**config.mk**
```make
export PLATFORM = sky130hd
export DESIGN_NAME = bresenham_line_pixel_generator
export DESIGN_NICKNAME = d
export VERILOG_FILES = /design/src/rtl/blpg_pkg.sv /design/src/rtl/bresenham_line_pixel_generator.sv /design/src/rtl/blpg_front.sv /design/src/rtl/blpg_fifo.sv /design/src/rtl/blpg_back.sv
export SDC_FILE = /design/constraint.sdc
export NUM_CORES = 1
export LEC_CHECK = 0
export BUFFER_PORTS_ARGS = -buffer_cell sky130_fd_sc_hd__buf_2
export CORE_MARGIN = 2
export CORE_UTILIZATION = 45
export CTS_CLUSTER_DIAMETER = 30
export CTS_CLUSTER_SIZE = 8
export DETAILED_ROUTE_END_ITERATION = 12
export HOLD_SLACK_MARGIN = 0.1
export RECOVER_POWER = 100
export SYNTH_ARGS = -nofsm -noshare
export SYNTH_HDL_FRONTEND = slang
export SYNTH_HIERARCHICAL = 1
export SYNTH_SLANG_ARGS = --single-unit
```
**constraint.sdc**
```tcl
create_clock -name aclk -period 6.05 [get_ports aclk]
set_clock_uncertainty 0.05 [all_clocks]
set_input_delay 0.3025 -clock aclk [delete_from_list [all_inputs] [get_ports aclk]]
set_output_delay 0.3025 -clock aclk [all_outputs]
set_load 0.1 [all_outputs]
```
**src/rtl/blpg_pkg.sv**
```systemverilog
`timescale 1ns / 1ps
package blpg_pkg;

    localparam int COORD_BITS = 13;
    localparam int ERR_BITS   = COORD_BITS + 2;
    localparam int DIM_BITS   = 12;
    localparam int COLOR_BITS = 16;
    localparam int CMP_BITS   = (COORD_BITS > DIM_BITS) ? COORD_BITS : DIM_BITS;

    localparam int FIFO_DEPTH = 2;
    localparam int PTR_BITS   = 1;
    localparam int CNT_BITS   = 2;

    localparam int CFG_ADDR_BITS = 2;
    localparam logic [CFG_ADDR_BITS-1:0] REG_PANEL_WIDTH  = 2'd0;
    localparam logic [CFG_ADDR_BITS-1:0] REG_PANEL_HEIGHT = 2'd1;

    localparam logic [DIM_BITS-1:0] PANEL_WIDTH_RST  = 12'd240;
    localparam logic [DIM_BITS-1:0] PANEL_HEIGHT_RST = 12'd320;

    typedef enum logic {
        FUNC_START   = 1'b0,
        FUNC_ADVANCE = 1'b1
    } func_t;

    typedef logic signed [COORD_BITS-1:0] coord_t;
    typedef logic        [COORD_BITS-1:0] delta_t;
    typedef logic signed [ERR_BITS-1:0]   err_t;

    typedef struct packed {
        logic [DIM_BITS-1:0] width;
        logic [DIM_BITS-1:0] height;
    } panel_t;

    // classified command handed from front to back
    typedef struct packed {
        func_t                 func;
        coord_t                x0;
        coord_t                y0;
        coord_t                x1;
        coord_t                y1;
        delta_t                dx;
        delta_t                dy;
        logic                  sx_neg;
        logic                  sy_neg;
        err_t                  err;
        logic [COLOR_BITS-1:0] color;
    } cmd_t;

endpackage

```
**src/rtl/bresenham_line_pixel_generator.sv**
```systemverilog
// A beat accepted at the input is written into the queue, then popped into the result register and shown on m_valid.
// Throughput: one item per cycle while m_ready does not hold the output; the back end does one error update
// and one clip per cycle, and a two-entry queue plus the result register absorb output stalls.
// Reset (aresetn, synchronous, active low): queue and result register empty,
// no line active, panel 240 x 320.
`timescale 1ns / 1ps
module bresenham_line_pixel_generator
    import blpg_pkg::*;
(
    input  logic                     aclk,
    input  logic                     aresetn,
    input  logic                     cfg_wr_en,
    input  logic [CFG_ADDR_BITS-1:0] cfg_addr,
    input  logic [DIM_BITS-1:0]      cfg_wdata,
    input  logic                     s_valid,
    output logic                     s_ready,
    input  logic                     s_func,
    input  logic [COORD_BITS-1:0]    s_start_x,
    input  logic [COORD_BITS-1:0]    s_start_y,
    input  logic [COORD_BITS-1:0]    s_end_x,
    input  logic [COORD_BITS-1:0]    s_end_y,
    input  logic [COLOR_BITS-1:0]    s_line_color,
    output logic                     m_valid,
    input  logic                     m_ready,
    output logic [COORD_BITS-1:0]    m_pixel_x,
    output logic [COORD_BITS-1:0]    m_pixel_y,
    output logic [COLOR_BITS-1:0]    m_pixel_color,
    output logic                     m_on_screen,
    output logic                     m_last_pixel,
    output logic                     m_idle
);

    panel_t panel_reg, panel_next;
    logic   q_full;
    logic   q_empty;
    logic   q_push;
    logic   q_pop;
    cmd_t   q_in;
    cmd_t   q_out;

    always_comb begin
        panel_next = panel_reg;
        if (cfg_wr_en) begin
            case (cfg_addr)
                REG_PANEL_WIDTH:  panel_next.width  = cfg_wdata;
                REG_PANEL_HEIGHT: panel_next.height = cfg_wdata;
                default:          panel_next        = panel_reg;
            endcase
        end
    end

    always_ff @(posedge aclk) begin
        if (!aresetn) begin
            panel_reg.width  <= PANEL_WIDTH_RST;
            panel_reg.height <= PANEL_HEIGHT_RST;
        end else begin
            panel_reg <= panel_next;
        end
    end

    blpg_front u_front (
        .s_valid      (s_valid),
        .s_ready      (s_ready),
        .s_func       (s_func),
        .s_start_x    (s_start_x),
        .s_start_y    (s_start_y),
        .s_end_x      (s_end_x),
        .s_end_y      (s_end_y),
        .s_line_color (s_line_color),
        .q_full       (q_full),
        .q_push       (q_push),
        .q_cmd        (q_in)
    );

    blpg_fifo u_fifo (
        .aclk      (aclk),
        .aresetn   (aresetn),
        .push      (q_push),
        .push_data (q_in),
        .pop       (q_pop),
        .pop_data  (q_out),
        .full      (q_full),
        .empty     (q_empty)
    );

    blpg_back u_back (
        .aclk          (aclk),
        .aresetn       (aresetn),
        .panel         (panel_reg),
        .q_empty       (q_empty),
        .q_cmd         (q_out),
        .q_pop         (q_pop),
        .m_valid       (m_valid),
        .m_ready       (m_ready),
        .m_pixel_x     (m_pixel_x),
        .m_pixel_y     (m_pixel_y),
        .m_pixel_color (m_pixel_color),
        .m_on_screen   (m_on_screen),
        .m_last_pixel  (m_last_pixel),
        .m_idle        (m_idle)
    );

endmodule

```
**src/rtl/blpg_front.sv**
```systemverilog
`timescale 1ns / 1ps
module blpg_front
    import blpg_pkg::*;
(
    input  logic                  s_valid,
    output logic                  s_ready,
    input  logic                  s_func,
    input  logic [COORD_BITS-1:0] s_start_x,
    input  logic [COORD_BITS-1:0] s_start_y,
    input  logic [COORD_BITS-1:0] s_end_x,
    input  logic [COORD_BITS-1:0] s_end_y,
    input  logic [COLOR_BITS-1:0] s_line_color,
    input  logic                  q_full,
    output logic                  q_push,
    output cmd_t                  q_cmd
);

    logic signed [COORD_BITS:0] diff_x;
    logic signed [COORD_BITS:0] diff_y;
    logic        [COORD_BITS:0] mag_x;
    logic        [COORD_BITS:0] mag_y;
    delta_t                     dx;
    delta_t                     dy;

    assign s_ready = !q_full;
    assign q_push  = s_valid && !q_full;

    always_comb begin
        diff_x = {s_end_x[COORD_BITS-1], s_end_x} - {s_start_x[COORD_BITS-1], s_start_x};
        diff_y = {s_end_y[COORD_BITS-1], s_end_y} - {s_start_y[COORD_BITS-1], s_start_y};
        mag_x  = diff_x[COORD_BITS] ? $unsigned(-diff_x) : $unsigned(diff_x);
        mag_y  = diff_y[COORD_BITS] ? $unsigned(-diff_y) : $unsigned(diff_y);
        dx     = mag_x[COORD_BITS-1:0];
        dy     = mag_y[COORD_BITS-1:0];

        q_cmd.func   = func_t'(s_func);
        q_cmd.x0     = coord_t'(s_start_x);
        q_cmd.y0     = coord_t'(s_start_y);
        q_cmd.x1     = coord_t'(s_end_x);
        q_cmd.y1     = coord_t'(s_end_y);
        q_cmd.dx     = dx;
        q_cmd.dy     = dy;
        // step is negative unless start < end
        q_cmd.sx_neg = diff_x[COORD_BITS] || (diff_x == '0);
        q_cmd.sy_neg = diff_y[COORD_BITS] || (diff_y == '0);
        if (dx > dy) begin
            q_cmd.err = err_t'(dx >> 1);
        end else begin
            q_cmd.err = -err_t'(dy >> 1);
        end
        q_cmd.color  = s_line_color;
    end

endmodule

```
**src/rtl/blpg_fifo.sv**
```systemverilog
`timescale 1ns / 1ps
module blpg_fifo
    import blpg_pkg::*;
(
    input  logic aclk,
    input  logic aresetn,
    input  logic push,
    input  cmd_t push_data,
    input  logic pop,
    output cmd_t pop_data,
    output logic full,
    output logic empty
);

    cmd_t                mem [FIFO_DEPTH];
    logic [PTR_BITS-1:0] wr_ptr_reg, wr_ptr_next;
    logic [PTR_BITS-1:0] rd_ptr_reg, rd_ptr_next;
    logic [CNT_BITS-1:0] count_reg, count_next;

    assign full     = (count_reg == CNT_BITS'(FIFO_DEPTH));
    assign empty    = (count_reg == '0);
    assign pop_data = mem[rd_ptr_reg];

    always_comb begin
        wr_ptr_next = push ? wr_ptr_reg + 1'b1 : wr_ptr_reg;
        rd_ptr_next = pop  ? rd_ptr_reg + 1'b1 : rd_ptr_reg;
        count_next  = count_reg;
        if (push && !pop) begin
            count_next = count_reg + 1'b1;
        end else if (pop && !push) begin
            count_next = count_reg - 1'b1;
        end
    end

    always_ff @(posedge aclk) begin
        if (push) begin
            mem[wr_ptr_reg] <= push_data;
        end
    end

    always_ff @(posedge aclk) begin
        if (!aresetn) begin
            wr_ptr_reg <= '0;
            rd_ptr_reg <= '0;
            count_reg  <= '0;
        end else begin
            wr_ptr_reg <= wr_ptr_next;
            rd_ptr_reg <= rd_ptr_next;
            count_reg  <= count_next;
        end
    end

    a_no_overflow: assert property (@(posedge aclk) disable iff (!aresetn)
        count_reg <= CNT_BITS'(FIFO_DEPTH))
        else $error("queue count beyond depth");

    a_no_underflow: assert property (@(posedge aclk) disable iff (!aresetn)
        pop |-> !empty)
        else $error("pop from empty queue");

endmodule

```
**src/rtl/blpg_back.sv**
```systemverilog
`timescale 1ns / 1ps
module blpg_back
    import blpg_pkg::*;
(
    input  logic                  aclk,
    input  logic                  aresetn,
    input  panel_t                panel,
    input  logic                  q_empty,
    input  cmd_t                  q_cmd,
    output logic                  q_pop,
    output logic                  m_valid,
    input  logic                  m_ready,
    output logic [COORD_BITS-1:0] m_pixel_x,
    output logic [COORD_BITS-1:0] m_pixel_y,
    output logic [COLOR_BITS-1:0] m_pixel_color,
    output logic                  m_on_screen,
    output logic                  m_last_pixel,
    output logic                  m_idle
);

    // line state
    coord_t                cur_x_reg, cur_x_next;
    coord_t                cur_y_reg, cur_y_next;
    coord_t                tgt_x_reg, tgt_x_next;
    coord_t                tgt_y_reg, tgt_y_next;
    delta_t                dx_reg, dx_next;
    delta_t                dy_reg, dy_next;
    logic                  sx_neg_reg, sx_neg_next;
    logic                  sy_neg_reg, sy_neg_next;
    err_t                  err_reg, err_next;
    logic [COLOR_BITS-1:0] color_reg, color_next;
    logic                  active_reg, active_next;

    // result register
    logic                  m_valid_reg, m_valid_next;
    coord_t                px_reg, px_next;
    coord_t                py_reg, py_next;
    logic [COLOR_BITS-1:0] pc_reg, pc_next;
    logic                  on_reg, on_next;
    logic                  last_reg, last_next;
    logic                  idle_reg, idle_next;

    logic   is_start;
    logic   no_line;
    logic   go_x;
    logic   go_y;
    err_t   dx_e;
    err_t   dy_e;
    coord_t step_x;
    coord_t step_y;
    coord_t adv_x;
    coord_t adv_y;
    coord_t pos_x;
    coord_t pos_y;
    coord_t end_x;
    coord_t end_y;
    logic   hit_end;
    logic   visible;

    assign q_pop    = !q_empty && (!m_valid_reg || m_ready);
    assign is_start = (q_cmd.func == FUNC_START);
    assign no_line  = !is_start && !active_reg;

    always_comb begin
        dx_e    = err_t'(dx_reg);
        dy_e    = err_t'(dy_reg);
        go_x    = err_reg > -dx_e;
        go_y    = err_reg < dy_e;
        step_x  = sx_neg_reg ? coord_t'(-1) : coord_t'(1);
        step_y  = sy_neg_reg ? coord_t'(-1) : coord_t'(1);
        adv_x   = go_x ? cur_x_reg + step_x : cur_x_reg;
        adv_y   = go_y ? cur_y_reg + step_y : cur_y_reg;
        pos_x   = is_start ? q_cmd.x0 : adv_x;
        pos_y   = is_start ? q_cmd.y0 : adv_y;
        end_x   = is_start ? q_cmd.x1 : tgt_x_reg;
        end_y   = is_start ? q_cmd.y1 : tgt_y_reg;
        hit_end = (pos_x == end_x) && (pos_y == end_y);
        visible = !pos_x[COORD_BITS-1] && !pos_y[COORD_BITS-1]
                  && (CMP_BITS'($unsigned(pos_x)) < CMP_BITS'(panel.width))
                  && (CMP_BITS'($unsigned(pos_y)) < CMP_BITS'(panel.height));
    end

    always_comb begin
        cur_x_next  = cur_x_reg;
        cur_y_next  = cur_y_reg;
        tgt_x_next  = tgt_x_reg;
        tgt_y_next  = tgt_y_reg;
        dx_next     = dx_reg;
        dy_next     = dy_reg;
        sx_neg_next = sx_neg_reg;
        sy_neg_next = sy_neg_reg;
        err_next    = err_reg;
        color_next  = color_reg;
        active_next = active_reg;
        if (q_pop && is_start) begin
            cur_x_next  = q_cmd.x0;
            cur_y_next  = q_cmd.y0;
            tgt_x_next  = q_cmd.x1;
            tgt_y_next  = q_cmd.y1;
            dx_next     = q_cmd.dx;
            dy_next     = q_cmd.dy;
            sx_neg_next = q_cmd.sx_neg;
            sy_neg_next = q_cmd.sy_neg;
            err_next    = q_cmd.err;
            color_next  = q_cmd.color;
            active_next = !hit_end;
        end else if (q_pop && !no_line) begin
            cur_x_next  = adv_x;
            cur_y_next  = adv_y;
            err_next    = err_reg - (go_x ? dy_e : '0) + (go_y ? dx_e : '0);
            active_next = !hit_end;
        end
    end

    always_comb begin
        m_valid_next = m_valid_reg;
        px_next      = px_reg;
        py_next      = py_reg;
        pc_next      = pc_reg;
        on_next      = on_reg;
        last_next    = last_reg;
        idle_next    = idle_reg;
        if (q_pop) begin
            m_valid_next = 1'b1;
            if (no_line) begin
                px_next   = '0;
                py_next   = '0;
                pc_next   = '0;
                on_next   = 1'b0;
                last_next = 1'b0;
                idle_next = 1'b1;
            end else begin
                px_next   = pos_x;
                py_next   = pos_y;
                pc_next   = is_start ? q_cmd.color : color_reg;
                on_next   = visible;
                last_next = hit_end;
                idle_next = 1'b0;
            end
        end else if (m_ready) begin
            m_valid_next = 1'b0;
        end
    end

    always_ff @(posedge aclk) begin
        px_reg     <= px_next;
        py_reg     <= py_next;
        pc_reg     <= pc_next;
        on_reg     <= on_next;
        last_reg   <= last_next;
        idle_reg   <= idle_next;
    end

    always_ff @(posedge aclk) begin
        if (!aresetn) begin
            cur_x_reg   <= '0;
            cur_y_reg   <= '0;
            tgt_x_reg   <= '0;
            tgt_y_reg   <= '0;
            dx_reg      <= '0;
            dy_reg      <= '0;
            sx_neg_reg  <= 1'b0;
            sy_neg_reg  <= 1'b0;
            err_reg     <= '0;
            color_reg   <= '0;
            active_reg  <= 1'b0;
            m_valid_reg <= 1'b0;
        end else begin
            cur_x_reg   <= cur_x_next;
            cur_y_reg   <= cur_y_next;
            tgt_x_reg   <= tgt_x_next;
            tgt_y_reg   <= tgt_y_next;
            dx_reg      <= dx_next;
            dy_reg      <= dy_next;
            sx_neg_reg  <= sx_neg_next;
            sy_neg_reg  <= sy_neg_next;
            err_reg     <= err_next;
            color_reg   <= color_next;
            active_reg  <= active_next;
            m_valid_reg <= m_valid_next;
        end
    end

    assign m_valid       = m_valid_reg;
    assign m_pixel_x     = px_reg;
    assign m_pixel_y     = py_reg;
    assign m_pixel_color = pc_reg;
    assign m_on_screen   = on_reg;
    assign m_last_pixel  = last_reg;
    assign m_idle        = idle_reg;

    a_idle_beat_zero: assert property (@(posedge aclk) disable iff (!aresetn)
        (m_valid_reg && idle_reg) |-> (px_reg == '0 && py_reg == '0 && pc_reg == '0
                                       && !on_reg && !last_reg))
        else $error("idle beat carries pixel data");

    a_last_ends_line: assert property (@(posedge aclk) disable iff (!aresetn)
        (q_pop && !no_line && hit_end) |=> !active_reg)
        else $error("line still active after last pixel");

    a_idle_keeps_state: assert property (@(posedge aclk) disable iff (!aresetn)
        (q_pop && no_line) |=> ($stable(cur_x_reg) && $stable(cur_y_reg)
                                && $stable(err_reg)))
        else $error("idle advance changed line state");

endmodule

```
After elaboration in Yosys (flattened, before gate mapping)
Memory sizes are Yosys's and may differ from the RTL's. A register that Yosys moved wholly into a read port is not among the register bits.
Index checks and enable logic that the tools add are counted.
W data, S select, Z words.

storage, ports and cells
  input port bits = 88
  logic and storage cells = 112
  output and inout bits = 47
  register bits = 186
  memory bits (writable) = 224
  memories = 1

memory list
  memory      words  bits a word  rd ports  clocked after memory_dff  wr ports  RTL line         text
  u_fifo.mem  2      112          1         1                         1         blpg_fifo.sv:15  cmd_t mem [FIFO_DEPTH];

operators by class
  order comparisons = 5
  mux-type cells = 31
  reductions and logical operators = 33
  bitwise logic cells = 1
  add/sub/neg operators = 14
  equality and inequality tests = 4

operator list
  kind                 count
  $mux W13             16
  $mux W15             3
  $logic_not A14 Y1    2
  $sub A13 B13 Y14     2
  $add A13 B13 Y13     2
  $eq A13 B13 Y1       2
  $lt A13 B12 Y1       2
  $neg A13 Y13         2
  $mux W16             1
  $add A15 B15 Y15     1
  $gt A15 B15 Y1       1
  $lt A15 B14 Y1       1
  $neg A12 Y15         1
  $neg A13 Y15         1
  $sub A15 B15 Y15     1
  $gt A13 B13 Y1       1
  $logic_and A1 B1 Y1  11
  $logic_not A1 Y1     10
  $mux W1              9
  $reduce_bool A2 Y1   3
  $logic_not A2 Y1     2
  $mux W2              2
  $reduce_and A2 Y1    2
  $logic_or A1 B1 Y1   3
  6 further kinds      7

Depth between registers and ports, before layout
Gate-level depths: netlist (run 1).

  word-level depth = 9
  depth in mapped cells = 30
  mapped depth without buffers = 26

Cells and area by module
The synthesis (run 1) kept the hierarchy.

by module, submodules not included
  module                          times used  area each (um2)  sequential area each (um2)  cells each
  blpg_back                       1           11330.9          3613.5                      1407
  blpg_fifo                       1           8316.7           6826.5                      370
  blpg_front                      1           3164.3           0.0                         437
  bresenham_line_pixel_generator  1           973.4            480.5                       97

Worst setup path before layout (run 1)
No wires, ideal clock.

  path type = flip-flop to flip-flop
  start point = reg u_fifo.count_reg[0]
  end point = mem u_fifo/mem[0][0] in the netlist's numbering, enable pin
  arrival = 5.631 ns
  library setup time = 0.598 ns
  path slack = -0.229 ns
  path buffers = 0
  cell stages (with the launch flop) = 4
  clock period less this slack = 6.279 ns
  data required time = 5.402 ns
  cell sequence = dfxtp_1 > nor2b_1 > nor2b_1 > nor2b_1

on the way
  word-level cells in the longest chain between the ends = 5

ends and longest elaborated chain
  item                           RTL line                              text
  from (decl)                    blpg_fifo.sv:18                       logic [CNT_BITS-1:0] count_reg, count_next;
  from (signal assigned)         blpg_fifo.sv:49                       count_reg <= count_next;
  $eq A2 B2 Y1                   blpg_fifo.sv:20                       assign full = (count_reg == CNT_BITS'(FIFO_DEPTH));
  net q_full                     bresenham_line_pixel_generator.sv:34  logic q_full;
  $logic_not A1 Y1               blpg_front.sv:26                      assign q_push = s_valid && !q_full;
  $logic_and A1 B1 Y1            blpg_front.sv:26
  net q_push                     bresenham_line_pixel_generator.sv:36  logic q_push;
  $mux W1                        blpg_fifo.sv:36                       if (push) begin
  $mux W1 (implied by the code)  blpg_fifo.sv:37                       mem[wr_ptr_reg] <= push_data;
  to (decl)                      blpg_fifo.sv:15

The timed path passes the listed nets, and every way through them passes these cells.

==> reports/metrics.yaml, run 1 <==
pwr:
  power_density_nw_per_um2: 634.4
  leakage_nw: 10.94
  worst_ir_drop_vdd_mv: 0.4579
  totalPowerFinal_mw: 18.05
run:
  max_cap_viol_count: 7
clocking:
  root_buffer_master: "clkbuf_16"
  clk_path_buf_depth: 3
  tritoncts_num_sinks: 411
  cts_post_setup_buffers_inserted: 0
  cts_htree_levels: 3
  clk_latency_ns: 0.62
  tritoncts_clock_tree: "yes"
  cts_made_buffers: 91
  cts.clk_slew.worst_paths_ns: 0.04
routing:
  routedWlPerCell_microns: 20.42
  drt-total-wl_microns: 66490
  drc: 0
  vias: 18118
  drt-pass1-iter-count: 5
  avgViaCountPerCell: 5.564
  antenna_violating_nets_post_route: 0
  drt_iter0_drc: 1382
setup_path:
  critical_path.endpoint_type: "register"
  criticalPathCategory: "input pin to register"
  worst-endpoint-required_ns: 6.34
  worstRegToRegCells: 24
  timing.critical_path.arrival_ns: 5.99
  critical_path_peak_fanout: 15
  worst_setup_path_start_kind: "input pin"
grt:
  grt_first_pass_wirelength_microns: 100700
  grt_antenna_before_repair: 1
  grt.overflow.total: 0
  gr-usage-all-layers_pct: 24.33
  largest_net_degree_at_the_start_of_global_routing: 114
  grt_pass1_vias: 17638
finish:
  fill_cells: 4599
  layout.nets: 2725
  syn_to_final_growth_pct: 19.62
  antennaDiodeCount: 0
  layout.cells.non_filler: 3256
  largest_reg_flops: 224
  layout-drive-gt1-share_pct: 13.28
  ff_latch_area_sq_um: 10920
  area_of_the_multi_input_gates_sq_um: 11130
timing:
  slew_violations: 332
  hold_violations: 0
  grt_setup_unrepaired: "false"
  tightestPinTransition_ns: 3.606
  timing.final.setup_violations: 0
  fmaxAchievable_mhz: 175.7
  relSlewSlack_pct: -140.4
  setup_tns_after_final_layout_ns: 0
  final.period_utilization_pct: 94.07
  timing.final.ws_setup_ns: 0.3588
  layout_min_cycle_time_ns: 5.691
synthesis:
  synthDominantAreaCellType: "edfxtp_1"
  synthFlopType: "edfxtp_1"
  yosys_warnings: 6
  synth_seq_cells: 411
  synth_async_sr_flop_share_pct: 0
  post_synth_instance_area_sq_um: 23790
  synth_top_area_share_pct: 33.96
  synth_area_per_cell_sq_um: 10.29
  synthTopCellsByArea: "edfxtp_1 34%, dfxtp_1 12%, ha_1 6.8%, mux2_2 5.9%, nand2_1 4.0%"
  synth_cell_types: 96
  ys_seq_area_share_pct: 45.91
  synth-edff-count: 269
  synth.net_count: 2545
  post_synth_inst_count: 2311
status:
  failing_checks: "max-capacitance violations, max-slew violations"
  outcome: "finished with violations"
place:
  dp_cells: 2999
  detailedPlacementHpwl_microns: 47020
  last_weighted_congestion_value_of_the_routability_driven_placer: 0.8855
  post-place-ws_ns: 0.09741
  count_of_buffers_inserted_at_the_top_level_ports: 134
min_path:
  hold_path_depth: 4
  min-delay-path-class: "input pin to register"
floorplanning:
  dieWidth_microns: 233.9
  io_pins: 135
  die_y_microns: 233.9
  rows: 84
  starting_density_pct: 45.35
  design.die.area_sq_um: 54710
  core_area_sq_um: 52450
## placed cells by master (no fill, tap or decap), drive strengths merged, types with 9 or more instances in the layout
cell type    Yosys  layout
edfxtp         269     269
nand2          252     252
clkbuf          58     241
a21oi          188     188
inv            183     186
dfxtp          142     142
mux2           132     132
ha             129     129
nor2           111     111
o21ai           91      91
dlygate4sd3      0      87
xnor2           78      78
xor2            54      54
nand3           46      46
mux2i           45      45
a211oi          43      43
buf            106      37
nor2b           35      35
nor3            31      31
clkinv           0      27
and2            24      24
a21o            22      22
o21a            18      18
fa              17      17
bufinv           0      16
a31oi           13      13
nand2b          12      12
or3             12      12
nor3b           11      11
o221ai          11      11
a221oi          11      11
nand3b          11      11
o22ai           11      11
nor4            11      11
o211ai          10      10
clkinvlp         0      10
nand4           10      10
o21bai          10      10
or4              9       9
o31ai            9       9
## cell usage after synthesis, drive strengths merged (7+ instances only)
master  instances
nand2         252
nand4          10
or3            12
clkbuf         58
edfxtp        269
mux2i          45
mux2          132
o211ai         10
a21oi         188
nand3b         11
a211oi         43
o21bai         10
o22ai          11
a31oi          13
o41ai           7
a21o           22
nor4           11
dfxtp         142
ha            129
o31ai           9
nor2          111
inv           183
buf           106
o221ai         11
nor3b          11
fa             17
nor2b          35
or4             9
xnor2          78
o21ai          91
nand3          46
o21a           18
xor2           54
a221oi         11
and2           24
nand2b         12
nor3           31
## stage by stage
step	util [%]	area [sq um]	hold slack, ns
after global routing	54.25	28450	0.2534
after floorplan	-	23790	0.3700
after CTS	54.73	28700	0.2165
after detailed placement	46.89	24590	0.3975
after global placement	46.89	24590	0.3889
final	54.25	28450	0.2680
## report_power, final
group | internal [mW] | switching [mW] | total (mW)
clock network | 3.58 | 1.56 | 5.14
registers | 3.90 | 0.415 | 4.32
logic | 2.92 | 5.67 | 8.59
total | 10.4 | 7.64 | 18.0
## layer usage
metal	GRT usage (%)	part of all wire, %
met2	37.77	44
met3	5.058	6.7
met1	33.66	46
met4	8.643	3.0
met5	0	0
## cells by family after synthesis
| family | after synthesis | share of synthesized area, % |
|---|---|---|
| AOI/OAI and AO/OA | 499 | 13.32 |
| buffers and inverters | 347 | 7.270 |
| adders and majority gates | 147 | 8.259 |
| DFF | 411 | 45.91 |
| muxes | 177 | 8.285 |
| xor gates and xnor gates | 132 | 4.924 |
| and+or+nand+nor | 598 | 12.03 |
## final timing paths
| kind | startpoint | end | slack [ns] |
|---|---|---|---|
| setup reg to reg | u_back/dx_reg[3] | u_back/err_reg[12] | 0.42 |
| hold reg to reg | u_back/color_reg[3] | u_back/color_reg[3] | 0.40 |
| hold / removal | s_valid | u_fifo/wr_ptr_reg | 0.27 |
| setup / recovery | s_end_y[1] | u_fifo/mem[1][23] | 0.36 |
## repair_timing
action,CTS,global route
endpoints found under the hold margin,163,0
hold buffers,87,0
resized for setup,0,6
setup endpoints to repair,0,8
## critical path: stages
cell,delay (ns)
dlygate4sd3_1,0.53
clkbuf_1,0.31
inv_1,0.11
fa_1,0.43
nor2b_1,0.17
o31a_1,0.25
nor4_1,0.07
a311oi_1,0.56
nand3_1,0.34
or4_1,0.56
or3_1,0.37
nand2_1,0.09
xor2_1,0.42
ha_1,0.35
and2_0,0.17
a41oi_1,0.23
a31o_4,0.35
mux2_1,0.38
## area by class of cell
cell class              count  area share, %
clock buffers             114          8.743
flip-flops and latches    411          38.38
inverters                 183          2.419
multi-input cells        1553          39.12
well taps                 688          3.026
repair buffers            251          5.669
clock inverters            56          2.639
Note: power is estimated with default switching activity, not from simulation.
==> run 2, diff against run 1 <==
SYNTH_HIERARCHICAL = not set   (was 1)
==> run 2 against run 1 <==
Final area fell by 0.84%. Final cell count fell by 2.4%. Critical endpoint is now u_fifo.mem[0][16]. The run still ends with max-capacitance violations, max-slew violations left. Critical path type unchanged. Sequential power rose by 3%. Die area fell by 4.4%.
==> reports/metrics.yaml, run 2 <==
grt:
  grt_antenna_before_repair: 0  # -1
  grt.overflow.total: 0  # unchanged
  gr-usage-all-layers_pct: 23.46  # -0.87 points
  largest_net_degree_at_the_start_of_global_routing: 97  # -15%
  grt_first_pass_wirelength_microns: 95180  # -5.4%
  grt_pass1_vias: 17018  # -3.5%
synthesis:
  synth_area_per_cell_sq_um: 10.50  # +2.0%
  post_synth_instance_area_sq_um: 22720  # -4.5%
  dominant_combinational_cell_family_by_area_after_synthesis: "compound AO/OA/AOI/OAI gates"
  synth_seq_cells: 411  # unchanged
  synthDominantAreaCellType: "edfxtp_1"
  synth_commonest_cells: "269 x edfxtp_1, 216 x nand2_1, 154 x inv_1"
  synth.net_count: 2401  # -5.7%
  synthTopCellsByArea: "edfxtp_1 36%, dfxtp_1 13%, ha_1 7.2%, mux2i_1 4.7%, nand2_1 3.6%"
  synth_top_area_share_pct: 35.55  # +1.6 points
  post_synth_inst_count: 2165  # -6.3%
  yosys-mux-area-fraction_pct: 5.412  # -2.9 points
  simple_gate_share_of_the_synthesized_area_pct: 11.89  # -0.14 points
  synth_async_sr_flop_share_pct: 0  # unchanged
  synthMostInstantiatedCell: "edfxtp_1"
  synth_cell_types: 85  # -11%
  ys_seq_area_share_pct: 48.06  # +2.1 points
  synth_compound_gate_area_share_pct: 16.04  # +2.7 points
  synthAdderAreaFrac_pct: 8.710  # +0.45 points
  area_share_of_xor_xnor_cells_in_the_synthesized_design_pct: 5.589  # +0.66 points
  synthFlopType: "edfxtp_1"
  synth-edff-count: 269  # unchanged
  yosys_warnings: 0  # -6
finish:
  layout.nets: 2657  # -2.5%
  antennaDiodeCount: 0  # unchanged
  layout.cells.non_filler: 3177  # -2.4%
  leading_cell_type_in_the_layout_fill_and_taps_excluded: "edfxtp_1"
  layout-drive-gt1-share_pct: 9.780  # -3.5 points
  syn_to_final_growth_pct: 24.14
  largest_reg_flops: 224  # unchanged
  final_cell_mix: "269 x edfxtp_1, 215 x nand2_1, 154 x inv_1, 143 x clkbuf_1, 141 x dfxtp_1"
setup_path:
  worst-endpoint-required_ns: 6.37  # +0.03 ns
  ordered_list_of_cells_on_the_worst_path: "dlygate4sd3_1 -> clkbuf_1 -> ha_1 -> inv_1 -> fa_1 -> a211oi_1 -> o21ai_0 -> a211oi_1 -> o21a_1 -> nor2_1 -> nor4_1 -> a31oi_1 -> xor2_1 -> clkbuf_1 -> ha_1 -> nand2_1 -> or4_1 -> nand3_1 -> a21oi_1 -> or2_2 -> mux2_1"
  critical_path_peak_fanout: 19  # +4
  critical-path-max-stage-delay_ns: 0.55  # about the same
  worst_setup_path_start_kind: "input pin"
  critical_path.top_delay_family: "simple AND/OR/NAND/NOR gates"
  critical_path.endpoint_type: "register"
  crit_slowest_cell: "or4_1"
  criticalPathCategory: "input pin to register"
  crit_start: "s_start_x[0]"
  timing.critical_path.arrival_ns: 6.00  # about the same
  r2r-start: "u_back.dx_reg[2]"
  critical_path.n_buffers_inverters: 4  # +1
floorplanning:
  io_pins: 135  # unchanged
  rows: 82  # -2.4%
  design.die.area_sq_um: 52310  # -4.4%
  die_y_microns: 228.7  # -2.2%
  dieWidth_microns: 228.7  # -2.2%
  starting_density_pct: 45.48  # +0.13 points
  core_area_sq_um: 49970  # -4.7%
clocking:
  clk_latency_ns: 0.64  # +0.02 ns
  cts.clk_slew.worst_paths_ns: 0.04  # about the same
  tritoncts_num_sinks: 411  # unchanged
  tritoncts_clock_tree: "yes"
  root_buffer_master: "clkbuf_16"
  cts_htree_levels: 3  # unchanged
  clk_path_buf_depth: 3  # unchanged
  cts_post_setup_buffers_inserted: 0  # unchanged
  cts_made_buffers: 98  # +7.7%
timing:
  hold_violations: 0  # unchanged
  fmaxAchievable_mhz: 175.8  # about the same
  relSlewSlack_pct: -122.7  # +18 points
  timing.final.setup_violations: 0  # unchanged
  slew_violations: 445  # +34%
  tightestPinTransition_ns: 3.341  # -0.2644 ns
  layout_min_cycle_time_ns: 5.688  # -0.003655 ns
  setup_tns_after_final_layout_ns: 0  # unchanged
  final.period_utilization_pct: 94.01  # about the same
routing:
  avgViaCountPerCell: 5.537  # -0.50%
  routedWlPerCell_microns: 19.61  # -4.0%
  drt-pass1-iter-count: 7  # +2
  antenna_violating_nets_post_route: 0  # unchanged
  vias: 17590  # -2.9%
  drc: 0  # unchanged
  drt-total-wl_microns: 62290  # -6.3%
  drt_iter0_drc: 1317  # -4.7%
min_path:
  min-delay-path-class: "input pin to register"
  hp-start: "s_valid"
pwr:
  totalPowerFinal_mw: 18.02  # -0.17%
  combinationalPowerShare_pct: 45.4  # -2.2 points
  power.internal_mw: 10.40  # about the same
  power_frac_clock_pct: 29.8  # +1.3 points
  power_density_nw_per_um2: 638.7  # +0.68%
  leakage_nw: 11.53  # +5.4%
  worst_ir_drop_vdd_mv: 0.3518  # -23%
  p_switching_mw: 7.616  # -0.37%
  seq_power_share_pct: 24.7  # +0.8 points
  sw_frac_of_total_pct: 42.27  # -0.086 points
place:
  dp_cells: 2911  # -2.9%
  count_of_buffers_inserted_at_the_top_level_ports: 134  # unchanged
  detailedPlacementHpwl_microns: 43620  # -7.2%
  last_weighted_congestion_value_of_the_routability_driven_placer: 0.8820  # -0.40%
status:
  failing_checks: "max-capacitance violations, max-slew violations"
  outcome: "finished with violations"
run:
  max_cap_viol_count: 8  # +1
[run 2: cell count changes after synthesis, moves of 17 or more]
cell | previous run | this run
o21ai_0 | 81 | 107
a21oi_1 | 188 | 107
nand2_1 | 252 | 216
o211a_1 | 0 | 76
buf_4 | 71 | 0
inv_1 | 180 | 154
mux2i_1 | 43 | 106
buf_6 | 18 | 1
a211oi_1 | 43 | 24
a21boi_0 | 5 | 28
mux2_2 | 124 | 12
[run 2: power by group through the flow]
stage / Combinational (mW) / Clock, mW / Sequential (mW)
CTS: 8.24 / 5.46 / 4.41
floorplan: 5.11 / 0 / 5.43
finish: 8.18 / 5.38 / 4.46
global route: 8.96 / 5.61 / 4.54
detailed placement: 8.15 / 0 / 4.46
global placement: 8.01 / 0 / 4.43
[run 2: stage by stage]
stage,instance area (sq um),hold WS (ns),worst slack (ns),util (%)
6_report,28210,0.07632,0.3624,56.46
2_1_floorplan,22730,0.3514,0.3271,-
4_1_cts,28440,0.1069,0.03026,56.91
3_5_place_dp,24170,0.4105,0.07131,48.36
3_3_place_gp,24170,0.4067,0.2133,48.36
5_1_grt,28210,0.08434,-0.02630,56.46
[run 2: cell families after synthesis]
family / after synthesis
AND/OR/NAND/NOR: 572
AO/OA/AOI/OAI: 517
flip-flops: 411
buffers and inverters: 252
adder cells (fa/ha/maj): 148
XOR/XNOR: 145
multiplexers: 120
[run 2: metal layers]
metal	global-route usage [%]	share of wire, %
met1	32.83	47
met2	35.62	44
met3	4.666	6.0
met4	9.538	3.5
met5	0	0
[run 2: final timing paths]
| kind | to | slack [ns] | cells after the start |
|---|---|---|---|
| setup / recovery | u_fifo.mem[0][16] | 0.36 | 21 |
| setup reg to reg | u_back.err_reg[14] | 0.41 | 23 |
| hold reg to reg | panel_reg[11] | 0.42 | 2 |
| hold / removal | u_fifo.wr_ptr_reg | 0.08 | 4 |
[run 2: cell type report]
type | instances | area [sq um]
clock inverters | 63 | 798.3
inverters | 155 | 581.8
flip-flops and latches | 411 | 10920
clock buffers | 121 | 2651
well taps | 672 | 840.8
multi-input cells | 1502 | 10860
fillers | 4313 | 21750
repair buffers | 253 | 1553
[run 2: worst reg2reg max path: cells and delay by family, from the launching register on]
family / cells / cell delay (ns)
xor gates and xnor gates: 1 / 0.14
and+or+nand+nor: 8 / 1.85
AOI/OAI and AO/OA: 10 / 2.14
DFF: 1 / 0.35
adders and majority gates: 3 / 1.00
buffers and inverters: 1 / 0.04
[run 2: repair_timing]
action | 4_1_cts | 5_1_grt
endpoints found under the hold margin | 163 | 0
gates resized for setup | 0 | 10
setup endpoints to repair | 0 | 6
hold buffers | 82 | 0
